### src/bba_pkg.sv
// ----------------------------------------------------------------------------
// bba_pkg
// shared types, codes and helpers for the buddy block allocator
// ----------------------------------------------------------------------------
package bba_pkg;

  localparam int ORDER_LIMIT_DEF = 10;
  localparam int POOL_ORDER_RST  = 10;
  localparam int OP_W            = 1;
  localparam int SIZE_W          = 11;
  localparam int OFF_W           = 10;
  localparam int ORD_W           = 4;
  localparam int CFG_W           = 4;

  typedef enum logic [1:0] {
    STAT_OK        = 2'd0,
    STAT_NO_SPACE  = 2'd1,
    STAT_NOT_ALLOC = 2'd2,
    STAT_ZERO_SIZE = 2'd3
  } status_t;

  typedef enum logic [OP_W-1:0] {
    OP_ALLOC = 1'b0,
    OP_FREE  = 1'b1
  } op_t;

  localparam logic [1:0] MK_UNUSED = 2'd0;
  localparam logic [1:0] MK_FREE   = 2'd1;
  localparam logic [1:0] MK_SPLIT  = 2'd2;
  localparam logic [1:0] MK_ALLOC  = 2'd3;

  // smallest k with 2^k >= size
  function automatic logic [3:0] size_order(input logic [SIZE_W-1:0] size);
    logic [3:0] k;
    k = 4'd11;
    for (int i = 11; i >= 0; i--) begin
      if ((12'd1 << i) >= {1'b0, size}) k = 4'(i);
    end
    return k;
  endfunction

endpackage

### src/bba_if.sv
// ----------------------------------------------------------------------------
// bba_req_if / bba_rsp_if
// valid/ready channels for allocator requests and results
// ----------------------------------------------------------------------------
interface bba_req_if import bba_pkg::*; ();
  logic              valid;
  logic              ready;
  logic [OP_W-1:0]   operation;
  logic [SIZE_W-1:0] request_size;
  logic [OFF_W-1:0]  free_offset;

  modport source (output valid, operation, request_size, free_offset, input ready);
  modport sink   (input valid, operation, request_size, free_offset, output ready);
endinterface

interface bba_rsp_if import bba_pkg::*; ();
  logic             valid;
  logic             ready;
  logic [1:0]       status;
  logic [OFF_W-1:0] block_offset;
  logic [ORD_W-1:0] block_order;

  modport source (output valid, status, block_offset, block_order, input ready);
  modport sink   (input valid, status, block_offset, block_order, output ready);
endinterface

### src/bba_ctrl.sv
// ----------------------------------------------------------------------------
// bba_ctrl
// sequencer: clearing sweep, descent for allocate and free, upward settle
// ----------------------------------------------------------------------------
module bba_ctrl import bba_pkg::*; #(
  parameter int ORDER_LIMIT = ORDER_LIMIT_DEF,
  parameter int NW          = ORDER_LIMIT + 1,
  parameter int OW          = 4
) (
  input  logic              clk,
  input  logic              rst,
  input  logic              cfg_we,
  input  logic [CFG_W-1:0]  cfg_wdata,
  bba_req_if.sink           req,
  bba_rsp_if.source         rsp,
  output logic              mem_we,
  output logic [NW-1:0]     mem_wa,
  output logic [OW+1:0]     mem_wd,
  output logic [NW-1:0]     mem_ra_a,
  output logic [NW-1:0]     mem_ra_b,
  input  logic [OW+1:0]     mem_rd_a,
  input  logic [OW+1:0]     mem_rd_b
);

  localparam int AW = ORDER_LIMIT;
  localparam logic [OW-1:0] POOL_RST =
    OW'((POOL_ORDER_RST > ORDER_LIMIT) ? ORDER_LIMIT : POOL_ORDER_RST);

  typedef enum logic [3:0] {
    S_CLEAR, S_IDLE, S_A_RD, S_A_EV, S_A_SPL_L, S_A_SPL_R,
    S_F_RD, S_F_EV, S_UP_RD, S_UP_EV, S_UP_WR, S_UP_WN, S_FIN
  } state_t;

  state_t          state;
  logic [NW-1:0]   cnt;
  logic [OW-1:0]   pool_order;
  logic [NW-1:0]   n;
  logic [OW-1:0]   o;
  logic [OW-1:0]   k;
  logic [AW-1:0]   start;
  logic [AW-1:0]   off_r;
  status_t         res_status;
  logic [OFF_W-1:0] res_off;
  logic [ORD_W-1:0] res_ord;

  logic [1:0]    m_a, m_b;
  logic [OW-1:0] b_a, b_b;
  logic [NW-1:0] n_l, n_r;
  logic [OW-1:0] kp1, o_dn;
  logic [AW-1:0] half;
  logic [OW-1:0] size_k;
  logic [CFG_W-1:0] cfg_sat;

  assign m_a  = mem_rd_a[OW+1:OW];
  assign b_a  = mem_rd_a[OW-1:0];
  assign m_b  = mem_rd_b[OW+1:OW];
  assign b_b  = mem_rd_b[OW-1:0];
  assign n_l  = {n[NW-2:0], 1'b0};
  assign n_r  = {n[NW-2:0], 1'b1};
  assign kp1  = k + OW'(1);
  assign o_dn = o - OW'(1);
  assign half = AW'(1) << o_dn;
  assign size_k  = OW'(size_order(req.request_size));
  assign cfg_sat = (int'(cfg_wdata) > ORDER_LIMIT) ? CFG_W'(ORDER_LIMIT) : cfg_wdata;

  assign req.ready = (state == S_IDLE);

  // memory port drive
  always_comb begin
    mem_we   = 1'b0;
    mem_wa   = n;
    mem_wd   = '0;
    mem_ra_a = n;
    mem_ra_b = n_l;
    unique case (state)
      S_CLEAR: begin
        mem_we = 1'b1;
        mem_wa = cnt;
        mem_wd = (cnt == NW'(1)) ? {MK_FREE, pool_order + OW'(1)} : '0;
      end
      S_A_EV: begin
        if (!((n == NW'(1)) && (b_a < kp1))) begin
          if (m_a == MK_FREE && o == k) begin
            mem_we = 1'b1;
            mem_wd = {MK_ALLOC, OW'(0)};
          end else if (!(o <= k || (m_a != MK_FREE && m_a != MK_SPLIT))
                       && m_a == MK_FREE) begin
            mem_we = 1'b1;
            mem_wd = {MK_SPLIT, b_a};
          end
        end
      end
      S_A_SPL_L: begin
        mem_we = 1'b1;
        mem_wa = n_l;
        mem_wd = {MK_FREE, o};
      end
      S_A_SPL_R: begin
        mem_we = 1'b1;
        mem_wa = n_r;
        mem_wd = {MK_FREE, o};
      end
      S_F_EV: begin
        if (m_a == MK_ALLOC && start == off_r) begin
          mem_we = 1'b1;
          mem_wd = {MK_FREE, o + OW'(1)};
        end
      end
      S_UP_RD: begin
        // siblings of the current node
        mem_ra_a = {n[NW-1:1], 1'b0};
        mem_ra_b = {n[NW-1:1], 1'b1};
      end
      S_UP_EV: begin
        mem_we = 1'b1;
        if (m_a == MK_FREE && m_b == MK_FREE) begin
          mem_wa = n_l;
          mem_wd = '0;
        end else begin
          mem_wd = {MK_SPLIT, (b_a > b_b) ? b_a : b_b};
        end
      end
      S_UP_WR: begin
        mem_we = 1'b1;
        mem_wa = n_r;
        mem_wd = '0;
      end
      S_UP_WN: begin
        mem_we = 1'b1;
        mem_wd = {MK_FREE, o + OW'(1)};
      end
      default: ;
    endcase
  end

  always_ff @(posedge clk) begin
    if (rst) begin
      state      <= S_CLEAR;
      cnt        <= '0;
      pool_order <= POOL_RST;
      rsp.valid  <= 1'b0;
    end else begin
      // in FIN without a config write the beat hand-off below owns valid
      if (rsp.valid && rsp.ready && (cfg_we || state != S_FIN)) rsp.valid <= 1'b0;
      if (cfg_we) begin
        pool_order <= OW'(cfg_sat);
        state      <= S_CLEAR;
        cnt        <= '0;
      end else begin
        unique case (state)
          S_CLEAR: begin
            cnt <= cnt + NW'(1);
            if (&cnt) state <= S_IDLE;
          end
          S_IDLE: begin
            n       <= NW'(1);
            o       <= pool_order;
            start   <= '0;
            k       <= size_k;
            off_r   <= AW'(req.free_offset);
            res_off <= '0;
            res_ord <= '0;
            if (req.valid) begin
              if (op_t'(req.operation) == OP_ALLOC) begin
                if (req.request_size == '0) begin
                  res_status <= STAT_ZERO_SIZE;
                  state      <= S_FIN;
                end else if (size_k > pool_order) begin
                  res_status <= STAT_NO_SPACE;
                  state      <= S_FIN;
                end else begin
                  state <= S_A_RD;
                end
              end else begin
                if ({22'd0, req.free_offset} >= (32'd1 << pool_order)) begin
                  res_status <= STAT_NOT_ALLOC;
                  state      <= S_FIN;
                end else begin
                  state <= S_F_RD;
                end
              end
            end
          end
          S_A_RD: state <= S_A_EV;
          S_A_EV: begin
            if ((n == NW'(1)) && (b_a < kp1)) begin
              res_status <= STAT_NO_SPACE;
              state      <= S_FIN;
            end else if (m_a == MK_FREE && o == k) begin
              res_status <= STAT_OK;
              res_off    <= OFF_W'(start);
              res_ord    <= ORD_W'(o);
              state      <= S_UP_RD;
            end else if (o <= k || (m_a != MK_FREE && m_a != MK_SPLIT)) begin
              res_status <= STAT_NO_SPACE;
              state      <= S_FIN;
            end else if (m_a == MK_FREE) begin
              state <= S_A_SPL_L;
            end else begin
              // split node: go left if the left subtree can hold it
              o <= o_dn;
              if (b_b >= kp1) begin
                n <= n_l;
              end else begin
                n     <= n_r;
                start <= start | half;
              end
              state <= S_A_RD;
            end
          end
          S_A_SPL_L: state <= S_A_SPL_R;
          S_A_SPL_R: begin
            n     <= n_l;
            o     <= o_dn;
            state <= S_A_RD;
          end
          S_F_RD: state <= S_F_EV;
          S_F_EV: begin
            if (m_a == MK_ALLOC) begin
              if (start != off_r) begin
                res_status <= STAT_NOT_ALLOC;
                state      <= S_FIN;
              end else begin
                res_status <= STAT_OK;
                res_off    <= OFF_W'(start);
                res_ord    <= ORD_W'(o);
                state      <= S_UP_RD;
              end
            end else if (m_a != MK_SPLIT || o == '0) begin
              res_status <= STAT_NOT_ALLOC;
              state      <= S_FIN;
            end else begin
              o <= o_dn;
              if (((off_r >> o_dn) & AW'(1)) != '0) begin
                n     <= n_r;
                start <= start | half;
              end else begin
                n <= n_l;
              end
              state <= S_F_RD;
            end
          end
          S_UP_RD: begin
            if (n == NW'(1)) begin
              state <= S_FIN;
            end else begin
              n     <= n >> 1;
              o     <= o + OW'(1);
              state <= S_UP_EV;
            end
          end
          S_UP_EV: begin
            if (m_a == MK_FREE && m_b == MK_FREE) state <= S_UP_WR;
            else state <= S_UP_RD;
          end
          S_UP_WR: state <= S_UP_WN;
          S_UP_WN: state <= S_UP_RD;
          S_FIN: begin
            if (!rsp.valid || rsp.ready) begin
              rsp.valid        <= 1'b1;
              rsp.status       <= res_status;
              rsp.block_offset <= res_off;
              rsp.block_order  <= res_ord;
              state            <= S_IDLE;
            end
          end
          default: state <= S_CLEAR;
        endcase
      end
    end
  end

endmodule

### src/flat_wrapper.sv
// flat-port wrapper written by rule: the top's interface ports become plain ports
module bba_ctrl_flat import bba_pkg::*;
#(
  parameter int ORDER_LIMIT = ORDER_LIMIT_DEF,
  parameter int NW          = ORDER_LIMIT + 1,
  parameter int OW          = 4
)
  (clk, rst, cfg_we, cfg_wdata, mem_we, mem_wa, mem_wd, mem_ra_a, mem_ra_b, mem_rd_a, mem_rd_b, req_valid, req_operation, req_request_size, req_free_offset, req_ready, rsp_valid, rsp_status, rsp_block_offset, rsp_block_order, rsp_ready);
  bba_req_if req_i ();
  bba_rsp_if rsp_i ();
  input  logic clk;
  input  logic rst;
  input  logic cfg_we;
  input  logic [CFG_W-1:0] cfg_wdata;
  output logic mem_we;
  output logic [NW-1:0] mem_wa;
  output logic [OW+1:0] mem_wd;
  output logic [NW-1:0] mem_ra_a;
  output logic [NW-1:0] mem_ra_b;
  input  logic [OW+1:0] mem_rd_a;
  input  logic [OW+1:0] mem_rd_b;
  input wire logic [$bits(req_i.valid)-1:0] req_valid;
  input wire logic [$bits(req_i.operation)-1:0] req_operation;
  input wire logic [$bits(req_i.request_size)-1:0] req_request_size;
  input wire logic [$bits(req_i.free_offset)-1:0] req_free_offset;
  output wire logic [$bits(req_i.ready)-1:0] req_ready;
  output wire logic [$bits(rsp_i.valid)-1:0] rsp_valid;
  output wire logic [$bits(rsp_i.status)-1:0] rsp_status;
  output wire logic [$bits(rsp_i.block_offset)-1:0] rsp_block_offset;
  output wire logic [$bits(rsp_i.block_order)-1:0] rsp_block_order;
  input wire logic [$bits(rsp_i.ready)-1:0] rsp_ready;
  assign req_i.valid = req_valid;
  assign req_i.operation = req_operation;
  assign req_i.request_size = req_request_size;
  assign req_i.free_offset = req_free_offset;
  assign req_ready = req_i.ready;
  assign rsp_valid = rsp_i.valid;
  assign rsp_status = rsp_i.status;
  assign rsp_block_offset = rsp_i.block_offset;
  assign rsp_block_order = rsp_i.block_order;
  assign rsp_i.ready = rsp_ready;
  bba_ctrl #(.ORDER_LIMIT(ORDER_LIMIT), .NW(NW), .OW(OW)) u_core (.clk(clk), .rst(rst), .cfg_we(cfg_we), .cfg_wdata(cfg_wdata), .req(req_i), .rsp(rsp_i), .mem_we(mem_we), .mem_wa(mem_wa), .mem_wd(mem_wd), .mem_ra_a(mem_ra_a), .mem_ra_b(mem_ra_b), .mem_rd_a(mem_rd_a), .mem_rd_b(mem_rd_b));
endmodule
### config.mk
export PLATFORM = sky130hd
export DESIGN_NAME = bba_ctrl_flat
export DESIGN_NICKNAME = d
export VERILOG_FILES = /design/src/bba_pkg.sv /design/src/bba_if.sv /design/src/bba_ctrl.sv /design/src/flat_wrapper.sv
export SDC_FILE = /design/constraint.sdc
export NUM_CORES = 1
export LEC_CHECK = 0
export CAP_MARGIN = 20
export CELL_PAD_IN_SITES_DETAIL_PLACEMENT = 0
export CELL_PAD_IN_SITES_GLOBAL_PLACEMENT = 1
export CORE_UTILIZATION = 45
export DETAILED_ROUTE_END_ITERATION = 12
export DONT_BUFFER_PORTS = 1
export PLACE_DENSITY = 0.73
export SYNTH_ARGS = -nofsm -noshare
export SYNTH_HDL_FRONTEND = slang
export SYNTH_SLANG_ARGS = --single-unit
### constraint.sdc
create_clock -name clk -period 3.6 [get_ports clk]
set_input_delay 0.54 -clock clk [delete_from_list [all_inputs] [get_ports clk]]
set_output_delay 0.54 -clock clk [all_outputs]
set_load 0.01 [all_outputs]
==> flow_summary.rst, run 1 <==
.. list-table::
   :header-rows: 1

   * - Metric
     - Value
   * - Outcome
     - finished clean
   * - Syn nets
     - 725
   * - CTS Sinks
     - 91
   * - Actual slew at the worst max-slew pin
     - 0.805 ns
   * - Number of design rule violations left after detail routing
     - 0
   * - Type of element launching the critical path
     - flop
   * - Half-perimeter wire length of the detailed placement result
     - 11800 µm
   * - Count of antenna diodes in the layout
     - 0
   * - Post-synth top flop
     - sky130_fd_sc_hd__edfxtp_1
   * - Instance area after placement
     - 6170 µm²
   * - Most numerous cell types in the synthesized netlist
     - 71 x sky130_fd_sc_hd__edfxtp_1, 69 x sky130_fd_sc_hd__nand2_1, 64 x sky130_fd_sc_hd__nor2_1
   * - Overall die height
     - 117 µm
   * - Port Buffer Count
     - 0
   * - Antenna violations before repair
     - 0
   * - Critical Path RT
     - ~3.1 ns
   * - Number of buffers added to fix hold violations after cts
     - 0
   * - Fraction of final layout cells with drive strength greater than 1
     - under 10%
   * - Max-cap violations
     - 0
   * - Clock tree root buffer cell
     - sky130_fd_sc_hd__clkbuf_16
   * - Post-route fraction of the period consumed by the critical path
     - 92.5%
   * - Synth area leaders
     - sky130_fd_sc_hd__edfxtp_1 36%, sky130_fd_sc_hd__ha_1 9.9%, sky130_fd_sc_hd__dfxtp_1 6.7%
   * - Vias after detailed routing
     - 4770
   * - Antenna Violating Nets Remaining
     - 0
   * - Synth Warn #
     - 0
   * - Most common cell in the netlist
     - sky130_fd_sc_hd__edfxtp_1
   * - Type of the worst setup path
     - reg -> out
   * - Die outline area
     - 13700 µm²
   * - Average wire per standard cell
     - 18.6 µm
   * - Setup repair after global routing missed its margin
     - false
   * - Core area
     - 12800 µm²
   * - Overflow after GRT
     - 0
   * - Maximum number of pins on one net before global-route repair
     - 22
   * - Count of final setup violators
     - 0
   * - Aggregate negative setup slack
     - 0 ns
   * - Distinct cell type count after synthesis
     - 72
   * - Async set-reset flop share out of synthesis
     - 0%
   * - Slew headroom
     - 46.3%
   * - Number of gates given a new drive strength after cts
     - 0
   * - Dominant cell type by area after synthesis
     - sky130_fd_sc_hd__edfxtp_1
   * - Via density per instance
     - about 5.9
   * - Pre-Repair DR Iteration Count
     - 7
   * - Data arrival at the endpoint of the critical path
     - about 2.8 ns
   * - Die width
     - 117 µm
   * - Register clock-pin slew on the reported worst setup and hold paths
     - 0.07 ns
   * - Final Hold Fails
     - 0
   * - Clk_lat worst skew
     - between 0.3 and 0.4 ns
   * - Highest net fanout along the worst path
     - 6
   * - Synth Register Bits
     - 91
   * - Number of buffers on the longest clock path
     - 2
   * - H-Tree Level Count
     - 3
   * - Syn_area_per_cell
     - around 9.4 µm²
   * - Post-route cell area
     - roughly 6500 µm²
   * - Area share of the leading cell type in the synthesized netlist
     - 35.8%
   * - Worst Clk Skew
     - 0.00550 ns
   * - CTS tree
     - built
   * - Synthesized netlist cell count
     - 635
   * - Static power due to leakage
     - between 2 and 3 nW
   * - Kind of end point of the critical path
     - output port
   * - Fin crit period
     - 3.33 ns
   * - Peak supply drop
     - 0.211 mV
   * - Wire length after detailed routing
     - 15100 µm
   * - Netlist area before placement
     - 5960 µm²
   * - Power per cell area
     - 338 nW/µm²
   * - Final layout net count
     - 728
   * - Number of enable flip-flop cells after synthesis
     - 71
   * - Number of global-route vias before repair
     - ~4500
   * - Num rows
     - 41
   * - Maximum clock frequency
     - roughly 300 MHz
   * - Max-slew violation count
     - 0
   * - HP Class
     - in -> reg
   * - Overall track demand over capacity in global routing
     - 23.1%
   * - Initial detailed-routing violation count
     - just under 400
   * - Top-Level Pins
     - ~100
   * - Buffer count from post-CTS setup fixing
     - 0
   * - Starting density of the core
     - 46.7%
   * - Synth-to-Final Area Change
     - 8.79%
   * - TritonCTS buffer count
     - 9
   * - Filler cell count
     - approximately 1200
   * - Global placer's final weighted congestion
     - 0.875
   * - Global-route wire length before repair
     - ~24000 µm
   * - Sequential share of the synthesized area
     - 42.5%
## layout make-up
| type | count | area, µm² | share of cell area, % |
|---|---|---|---|
| inverter | 45 | 169 | 2.60 |
| clock buffer | 9 | 225 | 3.47 |
| tap | 172 | 215 | 3.32 |
| multi-input combinational | 471 | 3110 | 48.0 |
| clock inverter | 7 | 80.1 | 1.23 |
| timing repair buffer | 20 | 154 | 2.37 |
| sequential | 91 | 2530 | 39.0 |
## through the flow
| step | util [%] | hold WS, ns | std cells | worst slack, ns | power, mW |
|---|---|---|---|---|---|
| after detailed placement | 48.3 | 0.405 | 798 | 0.0958 | 1.27 |
| final | 50.8 | 0.250 | 815 | 0.271 | 2.19 |
| after CTS | 50.7 | 0.237 | 814 | 0.268 | 2.21 |
| after floorplan | - | 0.400 | 635 | 0.323 | 1.24 |
| after global placement | 48.2 | 0.405 | 797 | 0.127 | 1.27 |
| after global routing | 50.8 | 0.242 | 815 | 0.111 | 2.27 |
## report_power, final
| group | leakage, nW | switching [mW] | internal, mW |
|---|---|---|---|
| clock network | 0.146 | 0.449 | 0.493 |
| logic | 1.44 | 0.0678 | 0.0536 |
| registers | 0.930 | 0.00647 | 1.12 |
## logic make-up (layout without fill, tap and decap cells)
logic type	count (synthesis)	count (layout)	share of synthesized area, %
and+or+nand+nor	237	237	20.1
AOI/OAI and AO/OA	155	155	16.7
DFF	91	91	42.5
buffers and inverters	73	81	5.54
adders and majority gates	47	47	9.86
xor gates and xnor gates	25	25	3.67
muxes	7	7	1.64
## sequential cells by signal, summed over array words and instances, names as in the netlist
register and flops:
u_core.cnt 11, u_core.k 4, u_core.n 11, u_core.o 4, u_core.off_r 10, u_core.pool_order 4
u_core.res_off 10, u_core.res_ord 4, u_core.res_status 2, u_core.rsp.block_offset 10, u_core.rsp.block_order 4, u_core.rsp.status 2
u_core.rsp.valid 1, u_core.start 10, u_core.state 4
## path summary, 6_finish.rpt
path	startpoint	to	slack (ns)	cells after the start
worst min register to register	u_core.res_off[2]	u_core.rsp.block_offset[2]	0.42	0
worst max-delay path	u_core.k[0]	mem_wd[0]	0.27	9
worst max register to register	u_core.k[0]	u_core.n[1]	0.73	10
worst min-delay path	rst	u_core.pool_order[0]	0.25	1
## layout by cell type, fill, tap and decap left out, types with 7 or more instances in the layout
master,n
sky130_fd_sc_hd__nand4_1,13
sky130_fd_sc_hd__dfxtp_1,20
sky130_fd_sc_hd__inv_1,42
sky130_fd_sc_hd__and2_1,19
sky130_fd_sc_hd__xnor2_1,18
sky130_fd_sc_hd__buf_4,19
sky130_fd_sc_hd__nand2_1,69
sky130_fd_sc_hd__edfxtp_1,71
sky130_fd_sc_hd__nor2_1,64
sky130_fd_sc_hd__a222oi_1,9
sky130_fd_sc_hd__clkbuf_16,9
sky130_fd_sc_hd__nand3_1,15
sky130_fd_sc_hd__xor2_1,7
sky130_fd_sc_hd__nand2b_1,7
sky130_fd_sc_hd__nor2b_1,7
sky130_fd_sc_hd__o21ai_0,47
sky130_fd_sc_hd__ha_1,47
sky130_fd_sc_hd__a21oi_1,37
## per-layer routing
metal  global-route usage [%]  up-vias  part of all wire [%]
met5                        0        -                     0
met4                     6.75        0                   1.5
met3                     5.56       16                   6.7
met2                     35.1      180                    45
met1                     32.7     2250                    47
li1                         -     2324                     -
## worst max-delay path, stage by stage (launching register included)
cell                       delay, ns
sky130_fd_sc_hd__edfxtp_1       0.49
sky130_fd_sc_hd__ha_1           0.26
sky130_fd_sc_hd__xnor2_1        0.20
sky130_fd_sc_hd__ha_1           0.27
sky130_fd_sc_hd__o21ai_0        0.14
sky130_fd_sc_hd__a21oi_1        0.06
sky130_fd_sc_hd__or3_4          0.43
sky130_fd_sc_hd__and4_4         0.23
sky130_fd_sc_hd__o21ai_1        0.15
sky130_fd_sc_hd__o311ai_1       0.21
(Power assumes the default switching activity.)
==> inputs of run 2 (changes only) <==
==> constraint.sdc (replaced) <==
create_clock -name clk -period 3.6 [get_ports clk]
set_input_delay 0.54 -clock clk [delete_from_list [all_inputs] [get_ports clk]]
set_output_delay 0.54 -clock clk [all_outputs]
set_load 0.05 [all_outputs]
==> run 2 against run 1 <==
Compared with the run above:
- critical path depth stayed put
- power grew 3.0%
- setup slack worse by 0.068 ns
- flip-flop and latch count unchanged
- sequential share of layout area is 1.2 points lower
- register-to-register slack improved by 0.03 ns
- critical path type unchanged
- largest power group unchanged
- highest routed layer unchanged
==> flow_summary.rst, run 2 (synthesis results as in run 1) <==
.. list-table::
   :header-rows: 1

   * - Metric
     - Value
   * - Outcome
     - finished clean
   * - Slew headroom
     - 48.9%
   * - CTS tree
     - built
   * - Port Buffer Count
     - 0
   * - Number of buffers on the longest clock path
     - 2
   * - Core area
     - 12800 µm²
   * - Count of antenna diodes in the layout
     - 0
   * - Half-perimeter wire length of the detailed placement result
     - 11900 µm
   * - TritonCTS buffer count
     - 9
   * - Number of design rule violations left after detail routing
     - 0
   * - Number of global-route vias before repair
     - 4608
   * - Peak per-stage delay on the critical path
     - between 0.4 and 0.5 ns
   * - Critical path's top delay family
     - compound AO/OA/AOI/OAI gates
   * - Max-cap violations
     - 0
   * - Aggregate negative setup slack
     - 0 ns
   * - Net switching power of the design
     - 0.526 mW
   * - Die width
     - around 120 µm
   * - Final layout net count
     - 752
   * - Proportion of power drawn by flip-flops and latches
     - 50.0%
   * - Static power due to leakage
     - 2.67 nW
   * - Wire length after detailed routing
     - 14900 µm
   * - Antenna violations before repair
     - 0
   * - Type of element launching the critical path
     - flop
   * - Pre-Repair DR Iteration Count
     - 5
   * - Synth-to-Final Area Change
     - 12.4%
   * - Top flop regs
     - u_core.cnt x11, u_core.n x11
   * - HP Class
     - in -> reg
   * - Starting density of the core
     - 46.7%
   * - Combinational Power Share
     - 6.0%
   * - Slowest-stage cell, CP
     - sky130_fd_sc_hd__or3_4
   * - Register clock-pin slew on the reported worst setup and hold paths
     - 0.07 ns
   * - Global-route wire length before repair
     - 23500 µm
   * - CTS Sinks
     - 91
   * - Clock tree root buffer cell
     - sky130_fd_sc_hd__clkbuf_16
   * - Initial detailed-routing violation count
     - 347
   * - Die outline area
     - 13700 µm²
   * - Highest net fanout along the worst path
     - 6
   * - Top library cells by usage in the layout, fill and taps aside
     - 71 x sky130_fd_sc_hd__edfxtp_1, 69 x sky130_fd_sc_hd__nand2_1, 64 x sky130_fd_sc_hd__nor2_1
   * - Worst Clk Skew
     - 0.00844 ns
   * - Count of buffer and inverter cells on the critical path
     - 0
   * - Worst-path cell chain
     - ha_1 > xnor2_1 > ha_1 > o21ai_0 > a21oi_1 > or3_4 > and4_4 > o21ai_1 > o311ai_4
   * - Overflow after GRT
     - 0
   * - Fraction of final layout cells with drive strength greater than 1
     - 12.7%
   * - Sw frac
     - a little under a quarter
   * - Antenna Violating Nets Remaining
     - 0
   * - Power per cell area
     - 337 nW/µm²
   * - Top-Level Pins
     - about 100
   * - H-Tree Level Count
     - 3
   * - Vias after detailed routing
     - 4858
   * - Count of final setup violators
     - 0
   * - Actual slew at the worst max-slew pin
     - roughly 0.76 ns
   * - Total power after layout
     - 2.26 mW
   * - Clk_lat worst skew
     - 0.35 ns
   * - Maximum number of pins on one net before global-route repair
     - 18
   * - Max-slew violation count
     - 0
   * - Maximum clock frequency
     - around 300 MHz
   * - Post-route fraction of the period consumed by the critical path
     - 94.4%
   * - Most common cell after layout, fill and taps aside
     - sky130_fd_sc_hd__edfxtp_1
   * - Global placer's final weighted congestion
     - 0.867
   * - Fin crit period
     - 3.40 ns
   * - Critical Path RT
     - 3.06 ns
   * - Final Hold Fails
     - 0
   * - Clock power share
     - between 40% and 50%
   * - Overall track demand over capacity in global routing
     - 23.0%
   * - Setup repair after global routing missed its margin
     - false
   * - Num rows
     - 41
   * - Kind of end point of the critical path
     - output port
   * - Data arrival at the endpoint of the critical path
     - approximately 2.9 ns
   * - Average wire per standard cell
     - approximately 18 µm
   * - Via density per instance
     - 5.79
   * - Overall die height
     - 117 µm
   * - Most Frequent Cell on Critical Path
     - sky130_fd_sc_hd__ha_1
   * - Peak supply drop
     - between 0.2 and 0.25 mV
   * - Int Pwr
     - 1.73 mW
   * - Type of the worst setup path
     - reg -> out
-- run 2: cell count changes in the layout (fill, tap and decap cells not counted), moves of 2 or more --
cell	before	now
sky130_fd_sc_hd__o21ai_1	6	11
sky130_fd_sc_hd__o21ai_0	47	42
sky130_fd_sc_hd__buf_4	19	43
sky130_fd_sc_hd__clkinv_8	2	0
-- run 2: power groups by stage --
stage / Sequential (mW) / Combinational (mW) / Clock, mW
after floorplan: 1.15 / 0.105 / 0
after global placement: 1.15 / 0.130 / 0
after detailed placement: 1.15 / 0.135 / 0
after CTS: 1.13 / 0.136 / 1.01
after global routing: 1.13 / 0.153 / 1.06
final: 1.13 / 0.136 / 0.995
-- run 2: path summary, 6_finish.rpt --
kind / startpoint / endpoint / slack, ns / cells past startpoint
worst max-delay path: u_core.k[0] / mem_wd[0] / 0.20 / 9
worst min-delay path: rst / u_core.pool_order[0] / 0.24 / 1
worst max register to register: u_core.k[0] / u_core.start[6] / 0.76 / 10
worst min register to register: u_core.res_off[3] / u_core.rsp.block_offset[3] / 0.42 / 0
-- run 2: worst reg2reg max path, stage by stage, from the launching register on --
cell and delay (ns):
sky130_fd_sc_hd__edfxtp_1 0.42, sky130_fd_sc_hd__ha_1 0.23, sky130_fd_sc_hd__xnor2_1 0.22, sky130_fd_sc_hd__ha_1 0.27, sky130_fd_sc_hd__o21ai_0 0.14, sky130_fd_sc_hd__a21oi_1 0.06
sky130_fd_sc_hd__or3_4 0.44, sky130_fd_sc_hd__and2_4 0.18, sky130_fd_sc_hd__a21oi_1 0.29, sky130_fd_sc_hd__nor4b_2 0.12, sky130_fd_sc_hd__clkbuf_4 0.22
-- run 2: routing by layer --
| metal | wire, µm | track usage (%) | vias up | share of wire (%) |
|---|---|---|---|---|
| met5 | 0 | 0 | - | 0 |
| met4 | 322 | 8.19 | 0 | 2.2 |
| met3 | 999 | 6.28 | 20 | 6.7 |
| met2 | 6730 | 35.0 | 169 | 45 |
| met1 | 6900 | 31.3 | 2302 | 46 |
| li1 | - | - | 2367 | - |
-- run 2: layout make-up --
type	instances	area [µm²]
clock inverter	6	78.8
timing repair buffer	44	330
tap	172	215
fill	1176	6070
multi-input combinational	471	3150
inverter	45	169
sequential	91	2530
clock buffer	10	229
-- run 2: timing repair --
action                                  CTS  global route
setup buffers                             0             1
hold buffers                              0             0
gates resized for setup                   0             3
endpoints found under the setup margin    0             9
-- run 2: through the flow --
stage	worst slack, ns	hold WS (ns)	cells	area (µm²)	utilization [%]
floorplan	0.276	0.400	635	5960	-
global placement	0.132	0.407	821	6360	49.8
detailed placement	-0.0140	0.405	821	6360	49.8
CTS	0.00977	0.232	837	6670	52.2
global route	0.0889	0.237	839	6700	52.5
finish	0.203	0.241	839	6700	52.5
